<file path="config.mk">
export PLATFORM = sky130hd
export DESIGN_NAME = buffer_slot_ring_queue_top
export DESIGN_NICKNAME = d
export VERILOG_FILES = /design/src/hdl/bsrq_pkg.sv /design/src/hdl/bsrq_ram.sv /design/src/hdl/buffer_slot_ring_queue_top.sv
export SDC_FILE = /design/constraint.sdc
export NUM_CORES = 1
export LEC_CHECK = 0
export BUFFER_PORTS_ARGS = -buffer_cell sky130_fd_sc_hd__buf_2
export CAP_MARGIN = 5
export CELL_PAD_IN_SITES_DETAIL_PLACEMENT = 0
export CELL_PAD_IN_SITES_GLOBAL_PLACEMENT = 1
export CORE_AREA = 2 2 192 213
export CTS_BUF_LIST = sky130_fd_sc_hd__clkbuf_16
export DETAILED_ROUTE_END_ITERATION = 8
export DIE_AREA = 0 0 194 215
export PLACE_DENSITY_LB_ADDON = 0.3
export SYNTH_ARGS = -nofsm -noshare
export SYNTH_HDL_FRONTEND = slang
export SYNTH_SLANG_ARGS = --single-unit
</file>
<file path="constraint.sdc">
create_clock -name clk -period 4.4 [get_ports clk]
set_input_delay 0.66 -clock clk [delete_from_list [all_inputs] [get_ports clk]]
set_output_delay 0.66 -clock clk [all_outputs]
set_load 0.005 [all_outputs]
</file>
<file path="src/hdl/bsrq_pkg.sv">
// ----------------------------------------------------------------------------
// Buffer slot ring queue package
// Request and result types, status and opcode codes shared by the ring queue.
// ----------------------------------------------------------------------------
`default_nettype none

package bsrq_pkg;

    localparam int LEN_W    = 19;
    localparam int SLOT_W   = 4;
    localparam int HWM_W    = 4;
    localparam int ERRCNT_W = 32;

    localparam logic OP_CLAIM = 1'b0;
    localparam logic OP_TAKE  = 1'b1;

    localparam logic [1:0] ST_OK      = 2'd0;
    localparam logic [1:0] ST_TOO_BIG = 2'd1;
    localparam logic [1:0] ST_FULL    = 2'd2;
    localparam logic [1:0] ST_EMPTY   = 2'd3;

    typedef struct packed {
        logic             opcode;
        logic [LEN_W-1:0] length;
    } req_t;

    typedef struct packed {
        logic [1:0]          status;
        logic [SLOT_W-1:0]   slot;
        logic [LEN_W-1:0]    slot_length;
        logic [HWM_W-1:0]    high_water;
        logic [ERRCNT_W-1:0] full_errors;
    } rsp_t;

endpackage

`default_nettype wire

</file>
<file path="src/hdl/bsrq_ram.sv">
// ----------------------------------------------------------------------------
// Generic single-port-write RAM
// One write port and one read port with registered read data.
// ----------------------------------------------------------------------------
`default_nettype none

module bsrq_ram #(
    parameter int WIDTH = 19,
    parameter int DEPTH = 16
) (
    input  wire logic                     clk,
    input  wire logic                     wr_en,
    input  wire logic [$clog2(DEPTH)-1:0] wr_addr,
    input  wire logic [WIDTH-1:0]         wr_data,
    input  wire logic                     rd_en,
    input  wire logic [$clog2(DEPTH)-1:0] rd_addr,
    output logic      [WIDTH-1:0]         rd_data
);

    logic [WIDTH-1:0] mem [DEPTH];
    logic [WIDTH-1:0] rd_data_reg;

    always_ff @(posedge clk)
    begin
        if (wr_en)
        begin
            mem[wr_addr] <= wr_data;
        end
        if (rd_en)
        begin
            rd_data_reg <= mem[rd_addr];
        end
    end

    assign rd_data = rd_data_reg;

endmodule

`default_nettype wire

</file>
<file path="src/hdl/buffer_slot_ring_queue_top.sv">
// ----------------------------------------------------------------------------
// Buffer slot ring queue
// Ring of buffer slots with stored lengths, high-water mark and full count.
// ----------------------------------------------------------------------------
// A request (req) is taken at a rising edge where start is high and busy is
// low. Opcode claim reserves the next write slot and stores its length;
// opcode take releases the next read slot and returns its stored length.
// The result (rsp) appears for exactly one cycle, marked by done, in the
// cycle right after the request is taken.
// A new request may be issued in every cycle: the pointers live in flops
// and each request makes at most one access to the length RAM, a write for
// a claim or a read for a take, whose registered data feeds rsp directly.
// busy is never asserted. One slot of the ring is always kept free, so at
// most SLOTS-1 claims are outstanding. high_water and full_errors show the
// values after the request that the result answers.
// Reset clears both pointers, the high-water mark, the full-error counter
// and done. The length RAM needs no clearing pass, since a take reads only
// slots that a claim wrote.
// The receiver cannot stall; results must be taken when done is high.
// ----------------------------------------------------------------------------
`default_nettype none

module buffer_slot_ring_queue_top
    import bsrq_pkg::*;
#(
    parameter int SLOTS   = 16,
    parameter int MAX_LEN = 262144
) (
    input  wire logic clk,
    input  wire logic rst_n,
    input  wire logic start,
    output logic      busy,
    input  wire req_t req,
    output logic      done,
    output rsp_t      rsp
);

    localparam int              PTR_W     = $clog2(SLOTS);
    localparam logic [PTR_W:0]  SLOTS_EXT = (PTR_W + 1)'(SLOTS);
    localparam logic [PTR_W-1:0] LAST_SLOT = PTR_W'(SLOTS - 1);
    localparam logic [31:0]     MAX_LEN_W = 32'(MAX_LEN);

    logic [PTR_W-1:0]    wr_ptr_reg, wr_ptr_next;
    logic [PTR_W-1:0]    rd_ptr_reg, rd_ptr_next;
    logic [PTR_W-1:0]    peak_reg, peak_next;
    logic [ERRCNT_W-1:0] ovf_reg, ovf_next;
    logic                done_reg, done_next;
    logic [1:0]          status_reg, status_next;
    logic [PTR_W-1:0]    slot_reg, slot_next;
    logic [LEN_W-1:0]    slen_reg, slen_next;
    logic                take_reg, take_next;

    logic                accept;
    logic [PTR_W:0]      diff;
    logic [PTR_W:0]      occ;
    logic [PTR_W-1:0]    wr_adv;
    logic [PTR_W-1:0]    rd_adv;
    logic                too_big;
    logic                ram_we;
    logic                ram_re;
    logic [LEN_W-1:0]    ram_rdata;
    logic [PTR_W+3:0]    slot_ext;
    logic [PTR_W+3:0]    peak_ext;

    assign busy   = 1'b0;
    assign accept = start & ~busy;

    assign diff    = {1'b0, wr_ptr_reg} - {1'b0, rd_ptr_reg};
    assign occ     = (wr_ptr_reg < rd_ptr_reg) ? diff + SLOTS_EXT : diff;
    assign wr_adv  = (wr_ptr_reg == LAST_SLOT) ? '0 : wr_ptr_reg + 1'b1;
    assign rd_adv  = (rd_ptr_reg == LAST_SLOT) ? '0 : rd_ptr_reg + 1'b1;
    assign too_big = {13'b0, req.length} > MAX_LEN_W;

    always_comb
    begin
        wr_ptr_next = wr_ptr_reg;
        rd_ptr_next = rd_ptr_reg;
        peak_next   = peak_reg;
        ovf_next    = ovf_reg;
        done_next   = accept;
        status_next = ST_OK;
        slot_next   = '0;
        slen_next   = '0;
        take_next   = 1'b0;
        ram_we      = 1'b0;
        ram_re      = 1'b0;
        if (accept)
        begin
            case (req.opcode)
                OP_CLAIM:
                begin
                    if (too_big)
                    begin
                        status_next = ST_TOO_BIG;
                    end
                    else
                    begin
                        if (occ > {1'b0, peak_reg})
                        begin
                            peak_next = occ[PTR_W-1:0];
                        end
                        if (occ >= {1'b0, LAST_SLOT})
                        begin
                            status_next = ST_FULL;
                            if (ovf_reg != '1)
                            begin
                                ovf_next = ovf_reg + 1'b1;
                            end
                        end
                        else
                        begin
                            wr_ptr_next = wr_adv;
                            ram_we      = 1'b1;
                            slot_next   = wr_adv;
                            slen_next   = req.length;
                        end
                    end
                end
                OP_TAKE:
                begin
                    if (occ == '0)
                    begin
                        status_next = ST_EMPTY;
                    end
                    else
                    begin
                        rd_ptr_next = rd_adv;
                        ram_re      = 1'b1;
                        slot_next   = rd_adv;
                        take_next   = 1'b1;
                    end
                end
                default:
                begin
                    status_next = ST_OK;
                end
            endcase
        end
    end

    always_ff @(posedge clk or negedge rst_n)
    begin
        if (!rst_n)
        begin
            wr_ptr_reg <= '0;
            rd_ptr_reg <= '0;
            peak_reg   <= '0;
            ovf_reg    <= '0;
            done_reg   <= 1'b0;
        end
        else
        begin
            wr_ptr_reg <= wr_ptr_next;
            rd_ptr_reg <= rd_ptr_next;
            peak_reg   <= peak_next;
            ovf_reg    <= ovf_next;
            done_reg   <= done_next;
        end
    end

    always_ff @(posedge clk)
    begin
        status_reg <= status_next;
        slot_reg   <= slot_next;
        slen_reg   <= slen_next;
        take_reg   <= take_next;
    end

    bsrq_ram #(
        .WIDTH (LEN_W),
        .DEPTH (SLOTS)
    ) u_len_ram (
        .clk     (clk),
        .wr_en   (ram_we),
        .wr_addr (wr_adv),
        .wr_data (req.length),
        .rd_en   (ram_re),
        .rd_addr (rd_adv),
        .rd_data (ram_rdata)
    );

    assign slot_ext = {4'b0, slot_reg};
    assign peak_ext = {4'b0, peak_reg};

    assign done             = done_reg;
    assign rsp.status       = status_reg;
    assign rsp.slot         = slot_ext[SLOT_W-1:0];
    assign rsp.slot_length  = take_reg ? ram_rdata : slen_reg;
    assign rsp.high_water   = peak_ext[HWM_W-1:0];
    assign rsp.full_errors  = ovf_reg;

endmodule

`default_nettype wire

</file>
==> impl_metrics.csv, run 1 <==
group,metric,value,unit
worst_setup_path,cp.arrival,3.86,ns
cells_and_area,largest_register_ffs,304,
floorplanning,placementRows,77,
worst_setup_path,slowest_stage,"and2_1",
synth,synth.net_count,897,
sta,clock-skew-final,0.0124,ns
global_route,grt_use_total,17.5,%
cells_and_area,seq_area,0.0113,mm²
floorplanning,die_area,0.0417,mm²
cells_and_area,insertedDiodeCount,0,
worst_setup_path,crit_path_end_kind,"flip-flop",
synth,synth_warnings,0,
global_route,grt_max_degree,67,
worst_hold_path,hold_class,"input pin to flip-flop",
power,cellPowerDensity,639,mW/mm²
clock_tree,clk_pin_slew,0.06,ns
placement,gp_congestion,0.768,
synth,ys.flop_type,"edfxtp_1",
routing,avgViaCountPerCell,5.34,
cells_and_area,final_net_count,1038,
floorplanning,die_w,194,µm
cells_and_area,fillers,3439,
routing,drc,0,
synth,ys_seq_area_share,72.8,%
cells_and_area,drive_gt1_share,28.2,%
floorplanning,ios,86,
flow_run,drv_cap,0,
sta,hold_ws,0.289,ns
sta,min_period,3.62,ns
sta,slew_viol_final,0,
routing,via_count,8256,
routing,drt_first_iter_violations,534,
cells_and_area,final_common_cell,"edfxtp_1",
synth,async_reset_ff_share,11.4,%
power,leakagePower,6.70,nW
routing,wl_per_cell,23.6,µm
synth,synth-edff-count,323,
worst_setup_path,path_cells,"inv_1 > ha_1 > inv_1 > fa_1 > or3_1 > and3_1 > nor3b_2 > buf_4 > and3_1 > and2_1 > buf_12",
power,ir_worst_vdd,0.000384,V
global_route,overflow,0,
sta,setup_viol,0,
clock_tree,tritoncts,"built",
cells_and_area,final_util,46.2,%
clock_tree,ctsResizeCount,0,
sta,max_freq,276,MHz
clock_tree,cts_setup_buffers,0,
sta,rsz0062_at_grt,"no",
worst_setup_path,start_kind,"flip-flop",
clock_tree,cts_hold_buf,0,
synth,synth_top_area_cell,"edfxtp_1",
sta,finalCritPeriodShare,82.4,%
worst_setup_path,crit_type,"flip-flop to flip-flop",
global_route,first_global_vias,8618,
clock_tree,cts_root_buf,"clkbuf_16",
clock_tree,cts_buffer_depth,3,
worst_setup_path,critPathRequiredTime,4.64,ns
cells_and_area,area_growth_syn_to_layout,17.6,%
floorplanning,floorplan.initialDensity,39.3,%
synth,ys_top_cells_by_area,"edfxtp_1 (62%), mux4_2 (10%), dfrtp_1 (7.2%)",
global_route,grt_pass1_wl,54500,µm
clock_tree,clock_sinks,394,
routing,wl,36400,µm
clock_tree,h-tree-depth,2,
worst_setup_path,cp_max_fo,12,
sta,tightest_slew,1.09,ns
synth,synthCells,858,
clock_tree,cts_buffers,42,
synth,ys_types,63,
cells_and_area,multiInputGateArea,0.00406,mm²
synth,ys_ff_latch,394,
floorplanning,core-area,0.0397,mm²
synth,yosys.area.top_type_share,62.2,%
floorplanning,die_y,215,µm
run_status,outcome,"finished, final reports clean",
placement,io_buffers,84,
sta,setup-tns-final,0,ns
worst_setup_path,crit_path_max_incr_delay,0.54,ns
placement,detailed_place_hpwl,22800,µm
global_route,antenna_found_initial,0,
clock_tree,clk_latency,0.54,ns
routing,drtAntennaViolNets,0,
sta,slew_headroom,27.7,%
routing,drt_first_pass_iters,4,
cells_and_area,final_cell_mix,"edfxtp_1 (323), buf_2 (84), mux4_2 (69)",
sta,finalHoldViolCount,0,
synth,avgSynthCellArea,18.2,µm²
synth,netlist_area,0.0156,mm²
## Yosys cell counts (all sizes together), types with 16 or more instances
library cell	count
and2	32
edfxtp	323
nor2	16
a22oi	32
xnor2	22
mux4	69
inv	16
nand3	17
mux2	22
nand2	45
dfrtp	45
dfxtp	26
buf	18
## final cells by class
cell class | count | share of cell area (%)
clock inverters | 34 | 1.56
flip-flops and latches | 394 | 61.8
well taps | 513 | 3.50
inverters | 16 | 0.327
multi-input cells | 416 | 22.2
clock buffers | 43 | 5.87
repair buffers | 129 | 4.75
## power by group
part	switching (mW)	internal [mW]	leakage, nW	total (mW)
clock network	1.42	2.07	0.719	3.49
registers	0.144	4.42	3.72	4.56
logic	2.05	1.64	2.26	3.68
total	3.61	8.12	6.70	11.7
## logic make-up after synthesis
logic type	Yosys count	synth area share [%]
AOI/OAI and AO/OA	81	3.76
xor gates and xnor gates	37	2.08
adders and majority gates	16	1.33
buffers and inverters	48	1.40
DFF	394	72.8
muxes	101	12.2
other	1	0.0240
and+or+nand+nor	180	6.46
## per-stage QoR
stage / std cells / power [mW] / worst slack [ns] / cell area (µm²)
final: 1545 / 11.7 / 0.776 / 18300
after global routing: 1545 / 12.4 / 0.556 / 18300
after CTS: 1545 / 11.9 / 0.753 / 18300
after detailed placement: 1468 / 8.41 / 0.426 / 17000
after global placement: 1468 / 8.39 / 0.522 / 17000
after floorplan: 858 / 7.08 / 1.05 / 15600
## path summary, 6_finish.rpt
path | cells past startpoint | to | start | slack (ns)
min | 1 | done$_DFF_PN0_ | start | 0.29
min in group asynchronous | 1 | rd_ptr_reg[1]$_DFFE_PN0P_ | rst_n | 0.32
max | 11 | u_len_ram.mem[1][8]$_DFFE_PP_ | wr_ptr_reg[0]$_DFFE_PN0P_ | 0.78
max in group asynchronous | 1 | ovf_reg[22]$_DFFE_PN0P_ | rst_n | 3.43
max reg2reg | 11 | u_len_ram.mem[1][8]$_DFFE_PP_ | wr_ptr_reg[0]$_DFFE_PN0P_ | 0.78
min reg2reg | 1 | ovf_reg[23]$_DFFE_PN0P_ | ovf_reg[23]$_DFFE_PN0P_ | 0.48
## critical path: cells and delay by family (launching register included)
kind	cells	cell delay [ns]
buf+inv	4	0.67
fa+ha+maj	2	0.61
simple gates	5	1.62
flops	1	0.43
## layer usage
layer	global-route usage (%)	share of wire [%]	wire (µm)
met5	0	0	0
met3	3.55	5.5	2000
met2	29.8	50	18300
met1	22.8	42	15300
met4	4.92	2.1	755
No activity file was read; power rests on OpenSTA's default activity.
==> run 2, diff against run 1 <==
clock period = 3.2 ns   (was 4.4 ns; I/O delays follow)
==> run 2 against run 1 <==
Routed wire length is 2.3% higher. Critical path type unchanged. Fmax increased by 21%. Count of clock-buffer cells in the layout decreased by 1. Core utilization increased by 0.74 points. Global-route usage rose by 0.42 points. Sequential cell count unchanged. Sequential power rose by 37%.
==> impl_metrics.csv, run 2 (synthesis gave the netlist of run 1 again) <==
group,metric,value,unit
worst_setup_path,crit_top_cell,"inv_1",
routing,drtAntennaViolNets,0,
worst_setup_path,timing.rr.start,"wr_ptr_reg[0]$_DFFE_PN0P_",
power,leakagePower,6.82,nW
worst_hold_path,hold_class,"input pin to flip-flop",
power,ir_worst_vdd,0.000434,V
worst_setup_path,crit_path_end_kind,"flip-flop",
cells_and_area,final_cell_mix,"edfxtp_1 (323), buf_2 (84), mux4_2 (69)",
worst_setup_path,rr_endpoint,"u_len_ram.mem[9][5]$_DFFE_PP_",
placement,gp_congestion,0.792,
power,power,16.1,mW
placement,detailed_place_hpwl,24900,µm
routing,via_count,8467,
routing,wl_per_cell,23.7,µm
routing,avgViaCountPerCell,5.38,
routing,drt_first_pass_iters,6,
worst_setup_path,r2r_slack,0.22,ns
flow_run,drv_cap,0,
clock_tree,cts_hold_buf,0,
worst_setup_path,start_kind,"flip-flop",
sta,clock-skew-final,0.0262,ns
global_route,antenna_found_initial,0,
worst_setup_path,cp_max_fo,15,
clock_tree,cts_buffers,42,
sta,slew_viol_final,0,
power,internal-power,10.9,mW
cells_and_area,insertedDiodeCount,0,
worst_setup_path,cp.arrival,3.22,ns
placement,io_buffers,84,
cells_and_area,final_area,0.0186,mm²
global_route,grt_pass1_wl,55900,µm
cells_and_area,largest_register_ffs,304,
cells_and_area,area_growth_syn_to_layout,19.5,%
cells_and_area,final_net_count,1068,
power,p_switching,5.17,mW
clock_tree,h-tree-depth,2,
floorplanning,ios,86,
power,p_clk_share,27.6,%
clock_tree,clk_latency,0.55,ns
global_route,grt_use_total,17.9,%
sta,rsz0062_at_grt,"no",
floorplanning,floorplan.initialDensity,39.3,%
worst_setup_path,crit_type,"flip-flop to flip-flop",
worst_setup_path,rr_worst_depth,10,
power,cellPowerDensity,865,mW/mm²
placement,place_area,0.0174,mm²
clock_tree,clock_sinks,394,
worst_setup_path,path_cells,"inv_1 > ha_1 > inv_1 > fa_1 > or3_1 > and3_1 > nor3b_4 > and2b_1 > and3_2 > buf_12",
routing,drt_first_iter_violations,751,
sta,tightest_slew,1.08,ns
floorplanning,core-area,0.0397,mm²
power,comb_power_share,33.6,%
sta,slew_headroom,27.9,%
floorplanning,die_area,0.0417,mm²
sta,finalCritPeriodShare,93.3,%
global_route,overflow,0,
global_route,first_global_vias,8584,
worst_setup_path,cp-endpoint,"u_len_ram.mem[9][5]$_DFFE_PP_",
global_route,grt_max_degree,46,
worst_setup_path,critPathRequiredTime,3.44,ns
cells_and_area,fillers,3376,
floorplanning,die_w,194,µm
run_status,outcome,"finished, final reports clean",
floorplanning,die_y,215,µm
power,switching_share,32.1,%
sta,min_period,2.98,ns
worst_setup_path,crit_path_max_incr_delay,0.41,ns
worst_setup_path,critPathLaunch,"wr_ptr_reg[0]$_DFFE_PN0P_",
routing,wl,37300,µm
routing,drc,0,
floorplanning,placementRows,77,
power,power_frac_seq,38.8,%
cells_and_area,drive_gt1_share,31.7,%
clock_tree,cts_root_buf,"clkbuf_16",
clock_tree,clk_pin_slew,0.06,ns
cells_and_area,final_common_cell,"edfxtp_1",
clock_tree,tritoncts,"built",
worst_setup_path,slowest_stage,"fa_1",
sta,finalHoldViolCount,0,
sta,setup_viol,0,
clock_tree,cts_buffer_depth,3,
sta,max_freq,335,MHz
run 2: cell types whose count changed in the layout (fill, tap and decap cells not counted), moves of 4 or more:
cell       before  now
buf_12          9   20
and3_2          0    9
clkinv_1        5   10
and3_1         13    4
and2_1         32   24
bufinv_16       5    1
inv_1          28   23
buf_4          36   55
and2_2          0    8
run 2: how the worst min path moves through the flow:
| stage | from | to | slack, ns | cells past startpoint |
|---|---|---|---|---|
| detailed placement | ovf_reg[31]$_DFFE_PN0P_ | ovf_reg[31]$_DFFE_PN0P_ | 0.47 | 1 |
| finish | start | done$_DFF_PN0_ | 0.09 | 1 |
| CTS | start | done$_DFF_PN0_ | 0.06 | 1 |
| floorplan | rst_n | done$_DFF_PN0_ | 0.18 | 0 |
| global placement | ovf_reg[17]$_DFFE_PN0P_ | ovf_reg[17]$_DFFE_PN0P_ | 0.47 | 1 |
| global route | start | done$_DFF_PN0_ | 0.08 | 1 |
run 2: power groups by stage:
stage,Combinational [mW],Sequential (mW),Clock [mW]
after floorplan,3.43,6.32,0
after global placement,5.45,6.36,0
after detailed placement,5.46,6.37,0
after CTS,5.48,6.27,4.54
after global routing,5.90,6.30,4.73
final,5.41,6.26,4.45
run 2: cell type report:
class	count	area (µm²)	area share, %
Inverter	16	60.1	0.322
Tap cell	513	642	3.44
Multi-Input combinational cell	416	4100	22.0
Clock inverter	33	208	1.11
Clock buffer	42	1050	5.64
Timing Repair Buffer	159	1230	6.62
Sequential cell	394	11300	60.9
run 2: per-layer routing:
metal  vias up  GRT usage [%]  routed length, µm
met5         -              0                  0
met4         0           4.17                525
met3        33           2.68               2150
met2       299           29.9              18400
met1      4369           24.9              16100
li1       3766              -                  -
run 2: critical path: cells and delay by family (launching register included):
| family | cells | cell delay [ns] |
|---|---|---|
| adders and majority gates | 2 | 0.59 |
| buffers and inverters | 3 | 0.32 |
| DFF | 1 | 0.38 |
| and+or+nand+nor | 5 | 1.39 |
run 2: what timing repair did:
| item | in CTS | in global routing |
|---|---|---|
| endpoints found under the hold margin | 0 | 0 |
| setup endpoints to repair | 0 | 261 |
| gates resized for setup | 0 | 3 |
| setup buffers | 0 | 2 |
run 2: metrics by stage:
step	util, %	setup TNS [ns]	hold WS [ns]	setup WS (ns)	std cells
floorplan	-	0	0.184	0.0524	858
global placement	43.7	0	0.472	0.00306	1496
finish	47.0	0	0.0943	0.216	1573
global route	47.0	0	0.0827	0.0314	1573
CTS	46.9	0	0.0643	0.0296	1571
detailed placement	43.7	-0.0391	0.475	-0.00432	1496
